<file path="config.mk">
export PLATFORM = sky130hd
export DESIGN_NAME = cubic_bisection_root_finder
export DESIGN_NICKNAME = d
export VERILOG_FILES = /design/src/sv/cbrf_pkg.sv /design/src/sv/cubic_bisection_root_finder.sv
export SDC_FILE = /design/constraint.sdc
export NUM_CORES = 2
export LEC_CHECK = 0
export BUFFER_PORTS_ARGS = -buffer_cell sky130_fd_sc_hd__buf_2
export CORE_MARGIN = 1
export CORE_UTILIZATION = 30
export DETAILED_ROUTE_END_ITERATION = 8
export PLACE_DENSITY = 0.53
export SYNTH_ARGS = -nofsm -noshare
export SYNTH_HDL_FRONTEND = slang
export SYNTH_SLANG_ARGS = --single-unit
</file>
<file path="constraint.sdc">
create_clock -name clk -period 7.8 [get_ports clk]
set_input_delay 0 -clock clk [delete_from_list [all_inputs] [get_ports clk]]
set_output_delay 0 -clock clk [all_outputs]
set_load 0.01 [all_outputs]
</file>
<file path="src/sv/cbrf_pkg.sv">
// shared types and constants for the cubic bisection root finder
// no dependencies
`default_nettype none

package cbrf_pkg;

	localparam int MAX_ROUNDS_DEF = 48;
	localparam int FRAC_BITS_DEF  = 16;

	localparam int DATA_W   = 32;
	localparam int TOL_W    = 31;
	localparam int ROUND_W  = 7;
	localparam int STATUS_W = 2;

	localparam logic [TOL_W-1:0] TOL_RESET = 31'd66;

	localparam logic signed [DATA_W-1:0] DATA_MAX = 32'sh7FFF_FFFF;
	localparam logic signed [DATA_W-1:0] DATA_MIN = 32'sh8000_0000;

	localparam logic [STATUS_W-1:0] STATUS_TOL   = 2'd0;
	localparam logic [STATUS_W-1:0] STATUS_LIMIT = 2'd1;
	localparam logic [STATUS_W-1:0] STATUS_BAD   = 2'd2;

	typedef enum logic [2:0] {
		S_IDLE,
		S_MID,
		S_MUL1,
		S_MUL2,
		S_UPD,
		S_FIN
	} state_t;

endpackage

`default_nettype wire

</file>
<file path="src/sv/cubic_bisection_root_finder.sv">
// bisection root finder for x^3 + 2x^2 + 10x - 20 in signed fixed point
// depends on cbrf_pkg
//
// channel   signals                                      handshake
// config    cfg_wr_en, cfg_wr_data (tolerance)           write on enable
// input     left_end, right_end                          in_valid / in_ready
// output    root_estimate, value_at_root, rounds_used,   out_valid / out_ready
//           status
//
// an item runs up to MAX_ROUNDS rounds (a bad interval runs none); each
// round walks midpoint, two passes of the one shared multiplier, and the
// bracket update
// in_ready is high only while idle; the finished result sits in an output
// register, so a new item can start while it waits
// a stalled output holds the sequencer in its final state until taken
// arst_n clears control state and sets the tolerance to its default
`default_nettype none

module cubic_bisection_root_finder #(
	parameter int MAX_ROUNDS = cbrf_pkg::MAX_ROUNDS_DEF,
	parameter int FRAC_BITS  = cbrf_pkg::FRAC_BITS_DEF
) (
	input  logic                                  clk,
	input  logic                                  arst_n,
	input  logic                                  cfg_wr_en,
	input  logic [cbrf_pkg::TOL_W-1:0]            cfg_wr_data,
	input  logic                                  in_valid,
	output logic                                  in_ready,
	input  logic signed [cbrf_pkg::DATA_W-1:0]    left_end,
	input  logic signed [cbrf_pkg::DATA_W-1:0]    right_end,
	output logic                                  out_valid,
	input  logic                                  out_ready,
	output logic signed [cbrf_pkg::DATA_W-1:0]    root_estimate,
	output logic signed [cbrf_pkg::DATA_W-1:0]    value_at_root,
	output logic [cbrf_pkg::ROUND_W-1:0]          rounds_used,
	output logic [cbrf_pkg::STATUS_W-1:0]         status
);

	// beyond +-2^GUARD the cubic leaves the output range
	localparam int GUARD = (34 - FRAC_BITS) / 3;
	localparam int MW    = FRAC_BITS + GUARD + 1;
	localparam int AW    = FRAC_BITS + 2 * GUARD + 3;
	localparam int PW    = AW + MW;
	localparam int SHW   = PW - FRAC_BITS;
	localparam int SW    = SHW + 1;
	localparam int DW    = cbrf_pkg::DATA_W;
	localparam int RW    = cbrf_pkg::ROUND_W;

	localparam logic signed [DW-1:0] LIM      = 32'sd1 <<< (FRAC_BITS + GUARD);
	localparam logic signed [AW-1:0] TWO_A    = AW'(2) <<< FRAC_BITS;
	localparam logic signed [AW-1:0] TEN_A    = AW'(10) <<< FRAC_BITS;
	localparam logic signed [SW-1:0] TWENTY_S = SW'(20) <<< FRAC_BITS;
	localparam logic [RW-1:0]        LAST_RND = RW'(MAX_ROUNDS);

	cbrf_pkg::state_t state_q, state_d;

	logic [cbrf_pkg::TOL_W-1:0] tol_q;
	logic signed [DW-1:0]       low_q, high_q, mid_q, prev_q, fval_q;
	logic [DW-1:0]              v_q;
	logic [RW-1:0]              round_q;
	logic [cbrf_pkg::STATUS_W-1:0] status_q;
	logic                       guard_q;
	logic signed [MW-1:0]       m_q;
	logic signed [AW-1:0]       a_q;

	logic                          out_valid_q;
	logic signed [DW-1:0]          root_q, value_q;
	logic [RW-1:0]                 rounds_q;
	logic [cbrf_pkg::STATUS_W-1:0] stat_out_q;

	// input checks
	logic signed [DW:0] width;
	logic [DW:0]        width_p1;
	logic               bad;

	// midpoint
	logic signed [DW:0]   sum;
	logic signed [DW-1:0] mid;
	logic                 guard;

	// shared multiplier
	logic signed [PW-1:0]  mul_p;
	logic signed [SHW-1:0] mul_sh;
	logic signed [SW-1:0]  fin;
	logic                  fin_fits;
	logic signed [DW-1:0]  fin_sat;

	// round update
	logic signed [DW:0] diff;
	logic [DW:0]        diff_abs;
	logic [DW:0]        v_p1;
	logic               tol_hit, lim_hit;
	logic               fin_take;

	assign width    = {right_end[DW-1], right_end} - {left_end[DW-1], left_end};
	assign width_p1 = width + 1'b1;
	assign bad      = width[DW] || (width == '0);

	assign sum   = {low_q[DW-1], low_q} + {high_q[DW-1], high_q};
	assign mid   = sum[DW:1];
	assign guard = (mid >= LIM) || (mid <= -LIM);

	assign mul_p    = a_q * m_q;
	assign mul_sh   = mul_p[PW-1:FRAC_BITS];
	assign fin      = {mul_sh[SHW-1], mul_sh} - TWENTY_S;
	assign fin_fits = (&fin[SW-1:DW-1]) || !(|fin[SW-1:DW-1]);
	assign fin_sat  = fin_fits ? fin[DW-1:0] :
		(fin[SW-1] ? cbrf_pkg::DATA_MIN : cbrf_pkg::DATA_MAX);

	assign diff     = {mid_q[DW-1], mid_q} - {prev_q[DW-1], prev_q};
	assign diff_abs = diff[DW] ? (DW+1)'(0) - diff : diff;
	// the first round never stops on tolerance
	assign tol_hit  = (round_q != '0) && (diff_abs < {2'b00, tol_q});
	assign lim_hit  = (v_q <= {1'b0, tol_q}) || (round_q + 1'b1 == LAST_RND);
	assign v_p1     = {1'b0, v_q} + 1'b1;

	assign fin_take = !out_valid_q || out_ready;

	always_ff @(posedge clk or negedge arst_n) begin
		if (!arst_n) begin
			state_q <= cbrf_pkg::S_IDLE;
		end else begin
			state_q <= state_d;
		end
	end

	always_comb begin
		state_d  = state_q;
		in_ready = 1'b0;
		unique case (state_q)
			cbrf_pkg::S_IDLE: begin
				in_ready = 1'b1;
				if (in_valid) begin
					state_d = bad ? cbrf_pkg::S_FIN : cbrf_pkg::S_MID;
				end
			end
			cbrf_pkg::S_MID:  state_d = cbrf_pkg::S_MUL1;
			cbrf_pkg::S_MUL1: state_d = cbrf_pkg::S_MUL2;
			cbrf_pkg::S_MUL2: state_d = cbrf_pkg::S_UPD;
			cbrf_pkg::S_UPD: begin
				state_d = (tol_hit || lim_hit) ? cbrf_pkg::S_FIN : cbrf_pkg::S_MID;
			end
			cbrf_pkg::S_FIN: begin
				if (fin_take) begin
					state_d = cbrf_pkg::S_IDLE;
				end
			end
			default: state_d = cbrf_pkg::S_IDLE;
		endcase
	end

	always_ff @(posedge clk or negedge arst_n) begin
		if (!arst_n) begin
			tol_q <= cbrf_pkg::TOL_RESET;
		end else if (cfg_wr_en) begin
			tol_q <= cfg_wr_data;
		end
	end

	// sequencer datapath
	always_ff @(posedge clk) begin
		case (state_q)
			cbrf_pkg::S_IDLE: begin
				if (in_valid) begin
					low_q   <= left_end;
					high_q  <= right_end;
					prev_q  <= '0;
					round_q <= '0;
					v_q     <= width_p1[DW:1];
					mid_q   <= '0;
					fval_q  <= '0;
					status_q <= cbrf_pkg::STATUS_BAD;
				end
			end
			cbrf_pkg::S_MID: begin
				mid_q   <= mid;
				guard_q <= guard;
				m_q     <= mid[MW-1:0];
				a_q     <= {{(AW-MW){mid[MW-1]}}, mid[MW-1:0]} + TWO_A;
			end
			cbrf_pkg::S_MUL1: begin
				a_q <= mul_sh[AW-1:0] + TEN_A;
			end
			cbrf_pkg::S_MUL2: begin
				if (guard_q) begin
					fval_q <= mid_q[DW-1] ? cbrf_pkg::DATA_MIN : cbrf_pkg::DATA_MAX;
				end else begin
					fval_q <= fin_sat;
				end
			end
			cbrf_pkg::S_UPD: begin
				// a zero of the cubic leaves the bracket alone
				if (!fval_q[DW-1] && (fval_q != '0)) begin
					high_q <= mid_q;
				end else if (fval_q[DW-1]) begin
					low_q <= mid_q;
				end
				prev_q  <= mid_q;
				round_q <= round_q + 1'b1;
				v_q     <= v_p1[DW:1];
				status_q <= tol_hit ? cbrf_pkg::STATUS_TOL : cbrf_pkg::STATUS_LIMIT;
			end
			default: ;
		endcase
	end

	always_ff @(posedge clk or negedge arst_n) begin
		if (!arst_n) begin
			out_valid_q <= 1'b0;
		end else if (state_q == cbrf_pkg::S_FIN && fin_take) begin
			out_valid_q <= 1'b1;
		end else if (out_ready) begin
			out_valid_q <= 1'b0;
		end
	end

	always_ff @(posedge clk) begin
		if (state_q == cbrf_pkg::S_FIN && fin_take) begin
			root_q     <= mid_q;
			value_q    <= fval_q;
			rounds_q   <= round_q;
			stat_out_q <= status_q;
		end
	end

	assign out_valid     = out_valid_q;
	assign root_estimate = root_q;
	assign value_at_root = value_q;
	assign rounds_used   = rounds_q;
	assign status        = stat_out_q;

endmodule

`default_nettype wire

</file>
==> key figures <==
Synthesis
  • Syn avg cell area: 9.48 um2
  • EDFF count, synth: 329
  • Cell Area, Synth: 0.0476 mm2
  • #FFs+latches synth: 364
  • Sequential area share after synthesis: 22.6%
  • Area leader, netlist: fa_1
  • Synth top area share: 30.9%
  • Top FF cell, synth: edfxtp_1
  • Cells after Synth: 5014
  • Synth warn: 0
  • Top area cells in the synthesized netlist: fa_1 31%, edfxtp_1 21%, ha_1 7.9%
  • FFs w/ async S/R, synth: 9.62%
  • Synthesized Nets: 6150
  • Library cells used by synthesis: 97

STA
  • Minimum clock period: 8.53 ns
  • Fmax: 117 MHz
  • Final hold vios: 0
  • Setup ws final: -0.733 ns
  • Slew headroom: 19.0%
  • RSZ-0062 raised after global routing: yes
  • Fin crit share: 109%
  • Clk_skew: 0.0618 ns
  • Worst slew pin tran: 1.21 ns
  • Final setup vio count: 39
  • Max-slew violation count: 0

Cells and area
  • Design area: 0.0581 mm2
  • Non-filler instance count after layout: 7730
  • FF/Latch Area: 0.0108 mm2
  • Filler cells: 15800
  • Syn-to-layout area delta: 22.2%
  • Area of the multi-input gates: 0.0332 mm2
  • Layout cells sized above 1: 15.7%
  • NumNets Final: 6769

Min path
  • Min-delay worst type: input port to flip-flop
  • Hold Path Depth: 3
  • Hold EP: tol_q[7]
  • Hold_sp: cfg_wr_en

GRT
  • Pin count of the biggest net entering global routing: 84
  • GRT busiest layer: met2
  • Global-route wire length before repair: 228000 um
  • Met1 usage: 24.9%
  • GR Util met2: 30.6%
  • Met3 usage: 3.12%
  • Vias in the first global route: 39400
  • Gr usage total: 18.5%
  • Grt total ovfl: 0
  • Antenna violations before repair: 8

Setup path
  • Worst r2r src: m_q[9]
  • Slowest library cell on the worst path: fa_1
  • CP most frequent cell: fa_1
  • Slowest stage delay, CP: 0.64 ns
  • Crit start category: flip-flop
  • Crit. End Element: flip-flop
  • Worst EP arrival: 8.96 ns
  • Max FO, Critical Path: 31
  • Req. time, crit path: 8.22 ns
  • R2R setup slack: -0.73 ns
  • FF-to-FF path depth: 25
  • Worst R2R End: fval_q[22]
  • Crit Path Class: flip-flop to flip-flop

Route
  • Drt wl/cell: 18.8 um
  • Vias per cell: 4.75
  • Post-route ant nets: 0
  • Final wirelength: 145000 um
  • DRC violations left: 0
  • DR iter-0 viols: 2035
  • Drt first pass iters: 7
  • Via count: 36700

Die
  • Core Area: 0.157 mm2
  • Num rows: 145
  • Die Height: 400 um
  • Io pins: 175
  • Initial Util: 30.3%
  • Die ar.: 0.160 mm2
  • Chip Width: 400 um

Placed design
  • Cells after DPL: 7497
  • Port bufs: 174
  • Cell Area, Placed: 0.0544 mm2
  • Post-DP HPWL: 122000 um
  • GP Congestion: 0.899

Outcome
  • Outcome: finished with violations
  • Failing checks: negative setup slack

CTS
  • Clock tree sinks: 364
  • Reg clk slew, reported paths: 0.06 ns
  • Root buf cell: clkbuf_16
  • Worst skew pair latency: 0.64 ns
  • Cts bufs inserted: 46
  • H-tree lvl count: 2
  • Clock Tree Buf Depth: 3
  • CTS tree: yes

Flow run
  • Max cap viols: 0
## worst max path at each step
| stage | depth (start not counted) | slack [ns] | to | start |
|---|---|---|---|---|
| 3_3_place_gp | 28 | -0.96 | fval_q[20] | m_q[22] |
| 4_1_cts | 35 | -0.80 | fval_q[22] | a_q[19] |
| 6_report | 25 | -0.73 | fval_q[22] | m_q[9] |
| 2_1_floorplan | 26 | -0.17 | fval_q[22] | m_q[4] |
| 5_1_grt | 35 | -1.04 | fval_q[22] | m_q[5] |
| 3_5_place_dp | 30 | -1.01 | fval_q[1] | m_q[22] |
## repair_timing
item | 4_1_cts | 5_1_grt
hold buffers | 127 | 0
hold endpoints to repair | 133 | 0
resized for setup | 71 | 78
endpoints found under the setup margin | 45 | 44
pin swaps | 28 | 29
setup buffers | 10 | 9
cloned | 0 | 0
## cells in the final DEF, fill, tap and decap left out, types with 28 or more instances in the layout
master	count
buf_2	174
nor4_1	31
xor2_1	57
inv_1	964
a21oi_1	139
ha_1	275
buf_12	55
buf_4	406
clkbuf_16	47
dfrtp_1	33
a21o_1	68
xnor2_1	143
nand4_1	44
nand3_1	49
edfxtp_1	329
nand2_1	665
and2_1	322
o21ai_0	159
nor3_1	47
o21ai_1	49
nand2b_1	33
nor2_1	178
dlygate4sd3_1	127
nor2b_1	28
fa_1	720
## routing by layer
layer | up-vias | wire, um
met5 | - | 0
met4 | 0 | 3830
met3 | 159 | 8490
met2 | 810 | 68200
met1 | 18600 | 64500
li1 | 17200 | -
## cells by family (layout without fill, tap and decap cells)
group / count (synthesis) / count (layout) / share of synthesized area [%]
multiplexers: 29 / 29 / 0.621
XOR/XNOR: 206 / 206 / 3.81
AND/OR/NAND/NOR: 1526 / 1526 / 15.6
adder cells (fa/ha/maj): 1036 / 1036 / 38.9
buffers and inverters: 1170 / 1826 / 9.29
AO/OA/AOI/OAI: 683 / 683 / 9.21
flip-flops: 364 / 364 / 22.6
other: 0 / 2 / 0
## Yosys cell counts (all sizes together) (33+ instances only)
library cell and n:
clkbuf 180, nand2 673, and2 326, ha 301, nand3 53, nand4 44, a21oi 158, xnor2 147
nand2b 33, nor2 185, inv 970, xor2 59, edfxtp 329, dfrtp 33, nor3 53, fa 735
a21o 68, o21ai 217, nor4 36
## critical path, delay by kind of cell (launching register included)
family | cells | cell delay [ns]
AO/OA/AOI/OAI | 7 | 1.75
adder cells (fa/ha/maj) | 8 | 3.99
buffers and inverters | 3 | 0.54
flip-flops | 1 | 0.41
AND/OR/NAND/NOR | 7 | 1.58
## per-stage QoR
step,worst slack [ns],TNS [ns],util (%),hold WS (ns)
2_1_floorplan,-0.165,-5.10,-,-0.296
3_3_place_gp,-0.965,-35.09,34.7,0.141
3_5_place_dp,-1.01,-35.13,34.7,0.143
4_1_cts,-0.801,-26.12,36.8,0.00133
5_1_grt,-1.04,-36.12,37.1,0.0778
6_report,-0.733,-22.94,37.1,0.0315
## flip-flops by register name, indices dropped and copies added, names as in the netlist, 3 cells and up
register       flops
root_estimate     32
state_q            3
low_q             32
mid_q             32
tol_q             31
m_q               23
v_q               32
a_q               31
high_q            32
prev_q            32
fval_q            32
rounds_used        7
round_q            7
value_at_root     32
## area by class of cell
type                       count  share of cell area, %
multi-input combinational   3480                   57.2
sequential                   364                   18.5
timing repair buffer         771                   11.0
inverter                     970                   6.27
tap                         2058                   4.43
clock buffer                  52                   2.06
clock inverter                33                  0.551
antenna                        2                0.00861
Power is left out: the tool's default activity adds up to more than one toggle a clock period on the data nets, which glitch-free logic cannot reach.
